## src/hw/rtl/dmc_ram.sv

```systemverilog
// Generic single-write, single-read RAM with registered read data.
module dmc_ram #(
    parameter int WIDTH = 8,
    parameter int DEPTH = 256
) (
    input  logic                     i_clk,
    input  logic                     i_we,
    input  logic [$clog2(DEPTH)-1:0] i_waddr,
    input  logic [WIDTH-1:0]         i_wdata,
    input  logic [$clog2(DEPTH)-1:0] i_raddr,
    output logic [WIDTH-1:0]         o_rdata
);

    logic [WIDTH-1:0] r_mem [DEPTH];
    logic [WIDTH-1:0] r_rdata;

    // Write port
    always_ff @(posedge i_clk) begin
        if (i_we) begin
            r_mem[i_waddr] <= i_wdata;
        end
    end

    // Read port, registered
    always_ff @(posedge i_clk) begin
        r_rdata <= r_mem[i_raddr];
    end

    assign o_rdata = r_rdata;

endmodule

```

## config.mk

```make
export PLATFORM = sky130hd
export DESIGN_NAME = dmc_ram
export DESIGN_NICKNAME = d
export VERILOG_FILES = /design/src/hw/rtl/dmc_ram.sv
export SDC_FILE = /design/constraint.sdc
export NUM_CORES = 2
export LEC_CHECK = 0
export BUFFER_PORTS_ARGS = -buffer_cell sky130_fd_sc_hd__buf_2
export CAP_MARGIN = 30
export CORE_MARGIN = 2
export CORE_UTILIZATION = 38
export DETAILED_ROUTE_END_ITERATION = 12
export PLACE_DENSITY = 0.5
export SLEW_MARGIN = 20
export SYNTH_ARGS = -nofsm -noshare
export SYNTH_HDL_FRONTEND = slang
export SYNTH_SLANG_ARGS = --single-unit
```

## constraint.sdc

```tcl
create_clock -name i_clk -period 4.3 [get_ports i_clk]
set_input_delay 0.645 -clock i_clk [delete_from_list [all_inputs] [get_ports i_clk]]
set_output_delay 0.645 -clock i_clk [all_outputs]
set_load 0.005 [all_outputs]
```

# Yosys cells after proc, flatten, opt, wreduce, memory -nomap -nowiden
# Memories as Yosys holds them, arrays and structs flattened. A register that Yosys moved wholly into a read port is not among the register bits.
# Index checks and enable logic that the tools add are counted.
# word_totals
output_inout_bits,8
memories,1
word_cells,3
register_bits,0
mem_bits_rw,2048
input_bits,26
# mem_list
memory,words,word_bits,read_ports,rd_clocked_by_memory_dff,wr,line,text
r_mem,256,8,1,1,1,14,logic [WIDTH-1:0] r_mem [DEPTH];
# classes
muxes,2
# ops
op,count
$mux W1,2

# Depth between registers and ports, before layout
# depth
ltp_word,2
mapped_depth,11
mapped_depth_nobuf,6

# Worst setup path before layout
# OpenSTA, ideal clock, no wires.
# synth_timing
path_kind,input to register
from,input port i_raddr[0]
to,"register r_rdata[2], in the netlist o_rdata[2], read port of r_mem"
n_path_buf,4
arrival_time_ps,2452
t_required_ps,4169
slack_ps,1717
setup_time_ps,131
stages,9
path_cell_list,buf_6 -> buf_12 -> buf_8 -> buf_2 -> mux4_2 -> a22oi_1 -> a21oi_1 -> nor4_1 -> nor4_2
# synth_rtl
item,line,text
start: declaration,10,"input logic [$clog2(DEPTH)-1:0] i_raddr,"
end: declaration,15,logic [WIDTH-1:0] r_rdata;

==> metrics.md <==
| Metric | Value |
|---|---|
| Cell variety after synth | `55` |
| Nets | `4091` |
| Die area | `~210000 um^2` |
| Terminus of the critical flop-to-flop path | `o_rdata[5]$_DFF_P_` |
| RSZ-0062 raised after global routing | `no` |
| Core area | `about 210000 um^2` |
| Hpwl dp | `approximately 130 mm` |
| Total gr overflow | `0` |
| Most frequent cells in the layout | `2048 x edfxtp_1, 454 x mux4_2, 280 x buf_4` |
| Worst Setup Start Kind | `input port` |
| IO buf count | `33` |
| Post-synthesis cell area | `~80000 um^2` |
| Mean routed wirelength per cell | `about 30 um` |
| Worst Setup EP | `o_rdata[2]$_DFF_P_` |
| Drt drc | `0` |
| Req. time, crit path | `4.98 ns` |
| Clock slew seen by the registers of the worst setup and hold paths | `around 0.06 ns` |
| Die X | `about 460 um` |
| Final setup vio count | `0` |
| I/O pin cnt | `34` |
| Share of cells above drive strength 1 | `26.5%` |
| Worst Tran Pin Value | `~1.1 ns` |
| Final-layout fill cell count | `around 18000` |
| Final hold vios | `0` |
| Worst Path Class, Setup | `in2reg` |
| Clk_skew | `between 0.03 and 0.04 ns` |
| Hold Buf Count CTS | `0` |
| Post-cts sizing count | `0` |
| R2r startpoint | `r_mem[83][5]$_DFFE_PP_` |
| CTS buffer count | `approximately 210` |
| Seq/Total Area, Yosys | `around 78%` |
| Final min period | `between 3 and 4 ns` |
| CP Launch Point | `i_raddr[0]` |
| Pre-antenna DRT Iters | `6` |
| Post-synth ARST share | `0%` |
| Max Clk Rate | `0.304 GHz` |
| Setup TNS | `0 ns` |
| Clock Path Buffers | `3` |
| Tcrit/Tclk final | `76.4%` |
| RD Place Congestion | `about 0.83` |
| Worst Hold Class | `in2reg` |
| Commonest non-fill, non-tap cell in the layout | `edfxtp_1` |
| Worst-case reg-to-reg path depth | `6` |
| Initial Util | `a little under two fifths` |
| Post-Syn Nets | `~3800` |
| Fin Hold WS | `between 0.3 and 0.4 ns` |
| Antenna viol nets, final | `0` |
| Total wire length | `between 200 and 250 mm` |
| Number of global-route vias before repair | `about 40000` |
| Post-DP Area | `roughly 85000 um^2` |
| Root buffer cell | `clkbuf_16` |
| Leak pwr | `around 28 nW` |
| Max-slew violations | `0` |
| Finished Core Util | `roughly 44%` |
| Area grow syn2layout | `15.1%` |
| All-Layer GR Usage | `20.1%` |
| Syn avg cell area | `about 21 um^2` |
| Clk Latency, worst-skew pair | `about 0.85 ns` |
| Ys Warns | `0` |
| Synth Flop Type | `edfxtp_1` |
| TritonCTS clock tree | `yes` |
| Status | `complete, no violations` |
| Die height | `between 400 and 500 um` |
| First-pass GRT wire length | `about 300 mm` |
| CP endpoint kind | `register` |
| P per Cell Area | `~460 nW/um^2` |
| Post-layout power | `~42 mW` |
| Num rows | `around 170` |
| DR iter-0 viols | `between 4000 and 5000` |
| Layout Cell Area excl Fill | `a little over 90000 um^2` |
| Syn Inst Count | `between 3000 and 4000` |
| #FFs+latches synth | `between 2000 and 2500` |
| Vias | `roughly 39000` |
| Max_slew headroom | `roughly 29%` |
| Post-CTS setup buffer count | `0` |
| Antenna violations before repair | `14` |
| Arrival time worst endpoint | `approximately 4.0 ns` |
| Worst Path Max Fanout | `36` |
| Largest net degree at the start of global routing | `between 100 and 150` |
| Post-synth EDFFs | `~2000` |
| Vias per cell | `5.55` |
| Max-Cap Viols | `0` |
| H-tree depth | `4` |
| R2r setup slk | `1.49 ns` |
| Clk sinks | `between 2000 and 2500` |
| Maximum VDD drop | `between 400 and 500 uV` |
[flip-flops by register name (all words and copies together), names as in the netlist]
register,count
r_mem,2048
o_rdata,8
[layout make-up]
class | instances | area [um^2] | share of cell area, %
clock inverter | 126 | 1080 | 1.18
antenna | 2 | 5.00 | 0.00547
sequential | 2056 | 61700 | 67.4
timing repair buffer | 349 | 3090 | 3.38
tap | 2788 | 3490 | 3.81
multi-input combinational | 1442 | 16600 | 18.1
inverter | 2 | 7.51 | 0.00820
clock buffer | 266 | 5640 | 6.17
[synth_stat cells (3+ instances only)]
cell type	instances	share of area [%]
a211oi_1	16	0.15
a21oi_1	96	0.60
a221oi_1	13	0.14
a22o_1	8	0.088
a22oi_1	133	1.3
and2_1	6	0.047
buf_1	22	0.10
buf_12	8	0.20
buf_2	31	0.20
buf_4	27	0.25
buf_6	21	0.30
buf_8	13	0.25
clkbuf_1	111	0.52
dfxtp_1	8	0.20
edfxtp_1	2048	77
mux2i_1	134	1.7
mux4_2	454	13
nand2_1	33	0.16
nand2b_1	8	0.063
nand3_1	34	0.21
nand4_1	10	0.079
nor2_1	282	1.3
nor2b_1	31	0.24
nor3_1	22	0.14
nor4_1	24	0.19
nor4_2	3	0.047
o211ai_1	10	0.094
o21ai_0	10	0.063
o221ai_1	46	0.51
o22a_1	5	0.055
o22ai_1	28	0.22
o32ai_1	4	0.044
or2_2	4	0.031
[power breakdown]
| group | total (mW) | internal, mW | switching, mW |
|---|---|---|---|
| clock | 17.8 | 10.1 | 7.74 |
| combinational | 2.12 | 0.747 | 1.38 |
| sequential | 22.1 | 22.1 | 0.0437 |
[how the worst min path moves through the flow]
stage | slack (ns) | cells after the start | from | endpoint
final | 0.32 | 1 | i_wdata[4] | r_mem[208][4]$_DFFE_PP_
after global routing | 0.32 | 1 | i_wdata[4] | r_mem[208][4]$_DFFE_PP_
after CTS | 0.31 | 1 | i_wdata[2] | r_mem[247][2]$_DFFE_PP_
after detailed placement | 1.06 | 5 | r_mem[31][6]$_DFFE_PP_ | o_rdata[6]$_DFF_P_
after global placement | 1.04 | 5 | r_mem[28][6]$_DFFE_PP_ | o_rdata[6]$_DFF_P_
after floorplan | 0.74 | 0 | i_wdata[0] | r_mem[0][0]$_DFFE_PP_
[logic make-up (layout without fill, tap and decap cells)]
| kind of cell | count (synthesis) | after routing | synth area share, % |
|---|---|---|---|
| flops | 2056 | 2056 | 77.5 |
| buf+inv | 235 | 743 | 1.83 |
| compound gates | 385 | 385 | 3.42 |
| other cells | 0 | 2 | 0 |
| simple gates | 466 | 466 | 2.63 |
| mux | 591 | 591 | 14.6 |
[critical path: stages]
cell and delay, ns:
buf_8 0.14, buf_4 0.24, buf_4 0.59, mux4_2 0.58, o211ai_1 0.38, nand3_1 0.18, nor4_1 0.88, buf_4 0.24
nor4_2 0.03
[metrics by stage]
| stage | setup WS (ns) | std cells |
|---|---|---|
| 2_1_floorplan | 1.72 | 3733 |
| 3_3_place_gp | 0.155 | 6630 |
| 3_5_place_dp | 0.230 | 6633 |
| 4_1_cts | 1.12 | 7025 |
| 5_1_grt | 1.10 | 7029 |
| 6_report | 1.02 | 7031 |
[per-layer routing]
metal	GRT usage, %	wire (um)	vias up	share of wire [%]
li1	-	-	16393	-
met1	28.9	93900	21047	44
met2	32.1	103000	1272	48
met3	3.18	12300	296	5.7
met4	4.98	4920	6	2.3
met5	0	33	-	0.015
Note: power is estimated with default switching activity, not from simulation.
