$ cat src/hw/rtl/dmc_pkg.sv
// Shared types, codes and helpers of the maze carver.
package dmc_pkg;

    // Default grid limits
    localparam int MAX_COLS_DEF = 64;
    localparam int MAX_ROWS_DEF = 64;

    // Path stack entry and row register widths (entries keep 24 bits of a cell index)
    localparam int STK_W = 24;
    localparam int ROW_W = STK_W - 1;
    // Width used to compare grid sizes against register values (values up to 511)
    localparam int CMP_W = 9;

    // Configuration port
    localparam int CFG_W  = 7;
    localparam int ADDR_W = 4;
    localparam int DATA_W = 32;

    localparam logic [1:0] REG_GRID_WIDTH  = 2'd0;
    localparam logic [1:0] REG_GRID_HEIGHT = 2'd1;
    localparam logic [1:0] REG_START_COL   = 2'd2;
    localparam logic [1:0] REG_START_ROW   = 2'd3;

    // Function codes
    localparam logic [1:0] FUNC_INIT = 2'd0;
    localparam logic [1:0] FUNC_STEP = 2'd1;
    localparam logic [1:0] FUNC_READ = 2'd2;

    // Direction codes
    localparam logic [1:0] DIR_RIGHT = 2'd0;
    localparam logic [1:0] DIR_LEFT  = 2'd1;
    localparam logic [1:0] DIR_UP    = 2'd2;
    localparam logic [1:0] DIR_DOWN  = 2'd3;

    // Action codes (moves use the direction code)
    localparam logic [2:0] ACT_BACK     = 3'd4;
    localparam logic [2:0] ACT_FINISHED = 3'd5;
    localparam logic [2:0] ACT_ACK      = 3'd6;

    // Cell flags
    localparam logic [4:0] F_VISITED = 5'b10000;

    typedef struct packed {
        logic [1:0]  func;
        logic [1:0]  rand_pick;
        logic [11:0] cell_index;
    } t_in_item;

    typedef struct packed {
        logic [2:0] action;
        logic [5:0] pos_x;
        logic [5:0] pos_y;
        logic [4:0] cell_bits;
    } t_out_item;

    typedef enum logic [3:0] {
        S_IDLE,
        S_INIT_SWEEP,
        S_INIT_PUSH,
        S_STEP_IDX,
        S_RD_CUR,
        S_CUR_DATA,
        S_PROBE,
        S_NB_CHK,
        S_WR_CUR,
        S_WR_NB,
        S_AREA,
        S_POP_RD,
        S_DIV,
        S_READ_ADDR,
        S_READ_DATA,
        S_DONE
    } t_state;

    // Flag of the wall crossed when leaving in direction d
    function automatic logic [4:0] dir_flag(input logic [1:0] d);
        return 5'b00001 << d;
    endfunction

    // Flag of the same wall seen from the neighbor
    function automatic logic [4:0] opp_flag(input logic [1:0] d);
        return 5'b00001 << (d ^ 2'b01);
    endfunction

endpackage

$ cat src/hw/rtl/dmc_divider.sv
// Restoring divider, one quotient bit per cycle.
module dmc_divider import dmc_pkg::*; #(
    parameter int DVD_W = STK_W,
    parameter int DVS_W = CMP_W
) (
    input  logic             i_clk,
    input  logic             i_rst_n,
    input  logic             i_start,
    input  logic [DVD_W-1:0] i_dividend,
    input  logic [DVS_W-1:0] i_divisor,
    output logic             o_done,
    output logic [DVD_W-1:0] o_quotient,
    output logic [DVS_W-1:0] o_remainder
);

    localparam int CNT_W = $clog2(DVD_W + 1);

    logic             r_busy;
    logic             r_done;
    logic [CNT_W-1:0] r_cnt;
    logic [DVD_W-1:0] r_quo;
    logic [DVS_W-1:0] r_rem;
    logic [DVS_W-1:0] r_div;

    logic [DVS_W:0]   rem_sh;
    logic [DVS_W:0]   diff;
    logic             ge;
    logic [DVS_W-1:0] n_rem;

    // Shift in the next dividend bit and try the subtraction
    assign rem_sh = {r_rem, r_quo[DVD_W-1]};
    assign diff   = rem_sh - {1'b0, r_div};
    assign ge     = rem_sh >= {1'b0, r_div};
    assign n_rem  = ge ? diff[DVS_W-1:0] : rem_sh[DVS_W-1:0];

    // Control
    always_ff @(posedge i_clk) begin
        if (!i_rst_n) begin
            r_busy <= 1'b0;
            r_done <= 1'b0;
            r_cnt  <= '0;
        end else begin
            r_done <= 1'b0;
            if (i_start) begin
                r_busy <= 1'b1;
                r_cnt  <= CNT_W'(DVD_W);
            end else if (r_busy) begin
                r_cnt <= r_cnt - CNT_W'(1);
                if (r_cnt == CNT_W'(1)) begin
                    r_busy <= 1'b0;
                    r_done <= 1'b1;
                end
            end
        end
    end

    // Datapath: quotient bits fill in from the bottom as dividend bits leave the top
    always_ff @(posedge i_clk) begin
        if (i_start) begin
            r_quo <= i_dividend;
            r_rem <= '0;
            r_div <= i_divisor;
        end else if (r_busy) begin
            r_quo <= {r_quo[DVD_W-2:0], ge};
            r_rem <= n_rem;
        end
    end

    assign o_done      = r_done;
    assign o_quotient  = r_quo;
    assign o_remainder = r_rem;

endmodule
$ cat config.mk
export PLATFORM = sky130hd
export DESIGN_NAME = dmc_divider
export DESIGN_NICKNAME = d
export VERILOG_FILES = /design/src/hw/rtl/dmc_pkg.sv /design/src/hw/rtl/dmc_divider.sv
export SDC_FILE = /design/constraint.sdc
export NUM_CORES = 1
export LEC_CHECK = 0
export ABC_AREA = 1
export BUFFER_PORTS_ARGS = -buffer_cell sky130_fd_sc_hd__buf_2
export CAP_MARGIN = 10
export CORE_MARGIN = 1.5
export CORE_UTILIZATION = 35
export DETAILED_ROUTE_END_ITERATION = 8
export PLACE_DENSITY_LB_ADDON = 0.3
export SLEW_MARGIN = 10
export SYNTH_ARGS = -nofsm -noshare
export SYNTH_HDL_FRONTEND = slang
export SYNTH_SLANG_ARGS = --single-unit
$ cat constraint.sdc
create_clock -name i_clk -period 2.56 [get_ports i_clk]
set_input_delay 0.384 -clock i_clk [delete_from_list [all_inputs] [get_ports i_clk]]
set_output_delay 0.384 -clock i_clk [all_outputs]
set_load 0.1 [all_outputs]
* After elaboration in Yosys (flattened, before gate mapping)
Cells that the tools add are included.
** Storage, ports and cells
- Input port bits :: 36
- Output and inout port bits :: 34
- Flip-flop bits (word level) :: 49
** Cells by class
- Eq/ne operators :: 1
- Mux-type cells :: 9
- Reduce and logical (&&, ||, !) cells :: 3
- Bitwise operators :: 2
- $add $sub $neg :: 2
- $lt $le $gt $ge :: 1
** Operator list (count)
- 2-to-1 mux 24 bit :: 2
- greater-or-equal comparator 10 x 9 -> 1 bit :: 1
- 2-to-1 mux 5 bit :: 2
- 2-to-1 mux 9 bit :: 1
- subtractor 9 bit :: 1
- equality test 5 x 1 -> 1 bit, second input constant :: 1
- subtractor 5 x 1 -> 5 bit, second input constant :: 1
- 2-to-1 mux 1 bit :: 4
- OR reduction 3 bit :: 1
- inverter 1 bit :: 2
- nonzero test 2 bit :: 1
- OR reduction 2 bit :: 1

* Longest topological paths before layout
- Depth after elaboration :: 4
- Depth in mapped cells :: 12
- Mapped depth without buffers :: 12

* Least setup slack after synthesis
Ideal clock, no wire load.
- Kind :: reg2reg
- Start :: register r_quo[23], in the netlist o_quotient[23]
- End :: register r_rem[3], in the netlist o_remainder[3]
- Arrival time :: 2.139 ns
- Buffers on the path :: 1
- Cell stages (with the launch flop) :: 12
- Data required time :: 2.409 ns
- Period minus slack after synthesis :: 2.290 ns
- Setup slack :: 0.270 ns
- Cells stage by stage :: edfxtp_1 > inv_1 > ha_1 > inv_1 > fa_1 > nand2_1 > nand3_2 > nand2_2 > buf_6 > nand3_1 > nand3_1 > o21ai_0
** Between the ends
- Cells in the longest elaborated chain, start to end :: 2
** RTL lines
- start: declaration :: line dmc_divider.sv:21 : logic [DVD_W-1:0] r_quo;
- start signal: assignment :: line dmc_divider.sv:60 : r_quo <= i_dividend;
- start signal: assignment :: line dmc_divider.sv:64 : r_quo <= {r_quo[DVD_W-2:0], ge};
- subtractor 9 bit or greater-or-equal comparator 10 x 9 -> 1 bit (tied branches) :: line dmc_divider.sv:32, dmc_divider.sv:33
- 2-to-1 mux 9 bit * :: line dmc_divider.sv:34 : assign n_rem = ge ? diff[DVS_W-1:0] : rem_sh[DVS_W-1:0];
- end signal: assignment :: line dmc_divider.sv:65 : r_rem <= n_rem;
- end: declaration :: line dmc_divider.sv:22 : logic [DVS_W-1:0] r_rem;
Mark *: on every way between the ends. The rest lies on a longest branch, timed or not.
A chain may end at the register's enable or synchronous reset.

* Worst setup path in the final report
- Start :: register r_quo[23], in the netlist o_quotient[23]
- End :: register r_rem[7], in the netlist o_remainder[7]
Same word-level chain as after synthesis.

==> impl_metrics.yaml <==
outcome:
  status: "finished, final reports clean"
power_and_ir_drop:
  p_leak_nw: 1.58
  powerDensity_nw_per_um2: 693
  ir_worst_vdd_mv: 0.335
synth:
  synth_top_family_by_area: "simple AND/OR/NAND/NOR gates"
  synthSimpleGateAreaFrac_pct: 29.3
  muxShareOfSynthArea_pct: 0
  synth_area_um2: 2520
  syn_avg_cell_area_um2: 8.33
  async_reset_ff_share_pct: 0
  syn_nets: 350
  synth-seq-cells: 49
  ys_warn_count: 0
  synth_compound_area_share_pct: 3.13
  synth_xor_area_share_pct: 1.39
  synth_ff_type: "edfxtp_1"
  yosysUniqueCellTypes: 28
  synth_edf_count: 33
  synthAdderAreaFrac_pct: 6.27
  synth-seq-area-share_pct: 52.1
  synthesis.instances: 302
layout:
  fin_nets: 421
  final_common_cell: "nand2_1"
  final_layout_size_suffix_gt1_share_pct: 24.1
  syn2layout_area_growth_pct: 21.8
  fillers: 712
  insertedDiodeCount: 0
  regArea_um2: 1310
  multi_input_area_um2: 1010
  stdcell_area_um2: 3060
  mostFrequentLayoutCells: "nand2_1 (119), buf_2 (69), inv_1 (39)"
  final_core_util_pct: 44.6
setup_path:
  rr_startpoint: "o_quotient[23]"
  path_max_fanout: 12
  critPathRequiredTime_ns: 2.81
  ff2ff_path_depth: 11
  worstPathArrival_ns: 2.26
  end_kind: "register"
  ff2ff_setup_slack_ns: 0.55
  cp-start-kind: "register"
  critPathKind: "reg -> reg"
  r2r-end: "o_remainder[7]"
sta:
  setup_violations: 0
  period_needed_ns: 2.01
  hold_slack_ns: 0.249
  fin_tns_setup_ns: 0
  fmax_ghz: 0.498
  finalHoldViolCount: 0
  max_slew_margin_pct: 66.8
  fin_skew_ns: 0.00891
  post-route-period-util_pct: 78.4
  maxSlewViolCount: 0
  worstMarginPinSlew_ns: 0.498
  rsz0062_at_grt: "no"
  setup_ws_ns: 0.553
global_route:
  grt_pass1_vias: 1954
  grtUsageTotal_pct: 15.2
  grt_pass1_wl_um: 9080
  grt-ovfl-total: 0
  grt_max_degree: 30
  antenna_found_initial: 0
hold_path:
  hp-start: "i_divisor[1]"
  worstHoldPathCells: 1
  holdPathEnd: "r_div[1]"
  hold_path.class: "in -> reg"
route:
  post_drt_wl_per_cell_um: 11.9
  drt-total-wl_um: 5590
  vias: 2119
  first_pass_iters: 4
  ant_nets: 0
  route.detailed.drc: 0
  drt-initial-drc-count: 85
  via_per_inst: 4.51
die:
  core_region_area_um2: 6870
  initial_core_util_pct: 36.6
  io_pins: 70
  fp.dieArea_um2: 7710
  rows: 30
  die_x_um: 87.8
  fp.dieH_um: 87.8
place:
  dpl-instance-area_um2: 2950
  globalplace.congestion: 0.819
  place_ws_ns: 0.584
  hpwlAfterDp_um: 4100
  io_buffers: 69
clock_network:
  clkLatencyLatePin_ns: 0.30
  cts_tree: "done"
  clkTransAtPathRegs_ns: 0.10
  numCtsBuffers: 5
  post_cts_buffers: 0
  h-tree-depth: 2
  clock_path_buffers: 2
  cts.sinks: 49
  ctsHoldBuffers: 0
  cts_resized: 0
  root_buffer: "clkbuf_8"
job:
  cap_violations: 0
[how the worst max path moves through the flow]
stage	start	end	slack [ns]	cells past startpoint
final	o_quotient[23]	o_remainder[7]	0.55	11
after floorplan	o_quotient[23]	o_remainder[3]	0.27	11
after global routing	o_quotient[23]	o_remainder[0]	0.35	11
after CTS	o_quotient[23]	o_remainder[7]	0.56	11
after global placement	o_quotient[23]	o_remainder[0]	0.65	11
after detailed placement	o_quotient[23]	o_remainder[7]	0.58	11
[worst max-delay path, stage by stage, from the launching register on]
cell and delay (ns):
edfxtp_1 0.39, inv_1 0.09, ha_1 0.14, inv_1 0.06
fa_1 0.41, nand2_1 0.12, nand3_2 0.08, nand2_2 0.21
nand2_2 0.18, nand3_1 0.13, nand3_1 0.07, nand2_1 0.07
[where the power goes]
group	internal (mW)	switching, mW	total [mW]
clock	0.293	0.274	0.567
combinational	0.121	0.483	0.604
sequential	0.919	0.0328	0.951
total	1.33	0.790	2.12
[stage by stage]
stage	total power [mW]	instances
6_report	2.12	470
5_1_grt	2.22	470
4_1_cts	2.16	470
3_5_place_dp	1.58	462
3_3_place_gp	1.57	462
2_1_floorplan	1.47	302
[area by class of cell]
type,instances,share of cell area (%)
Clock buffer,5,2.25
Tap cell,96,3.92
Clock inverter,3,1.43
Multi-Input combinational cell,206,33.0
Timing Repair Buffer,71,11.8
Sequential cell,49,42.8
Inverter,40,4.90
[per-layer routing]
metal  share of wire, %  wire length [µm]  track usage, %
met2                 51              2860            25.1
met5                  0                 0               0
met4               0.88                49            5.19
met3                3.7               208            2.92
met1                 44              2470            20.0
[synth_stat cells, types with 2 or more instances]
cell / count / share of area (%)
inv_1: 39 / 5.8
nor2_1: 15 / 2.2
o21ai_0: 3 / 0.60
xnor2_1: 3 / 1.0
buf_6: 2 / 0.90
ha_1: 11 / 5.5
nand3b_1: 3 / 0.90
nand3_1: 26 / 5.2
nor3_1: 2 / 0.40
a31oi_1: 3 / 0.75
nand2_1: 119 / 18
clkbuf_1: 3 / 0.45
nor2_2: 4 / 0.99
nand2_2: 4 / 0.99
edfxtp_1: 33 / 39
dfxtp_1: 16 / 13
o21ai_1: 2 / 0.40
a21oi_1: 4 / 0.80
[flip-flops by register name, summed over array words and instances (netlist names)]
| signal | count |
|---|---|
| r_cnt | 5 |
| r_div | 9 |
| o_remainder | 9 |
| r_busy | 1 |
| o_done | 1 |
| o_quotient | 24 |
[kinds of logic after synthesis]
| logic type | after synthesis |
|---|---|
| and+or+nand+nor | 176 |
| DFF | 49 |
| buffers and inverters | 47 |
| AOI/OAI and AO/OA | 14 |
| adders and majority gates | 12 |
| xor gates and xnor gates | 4 |
No activity file was read; power rests on OpenSTA's default activity.
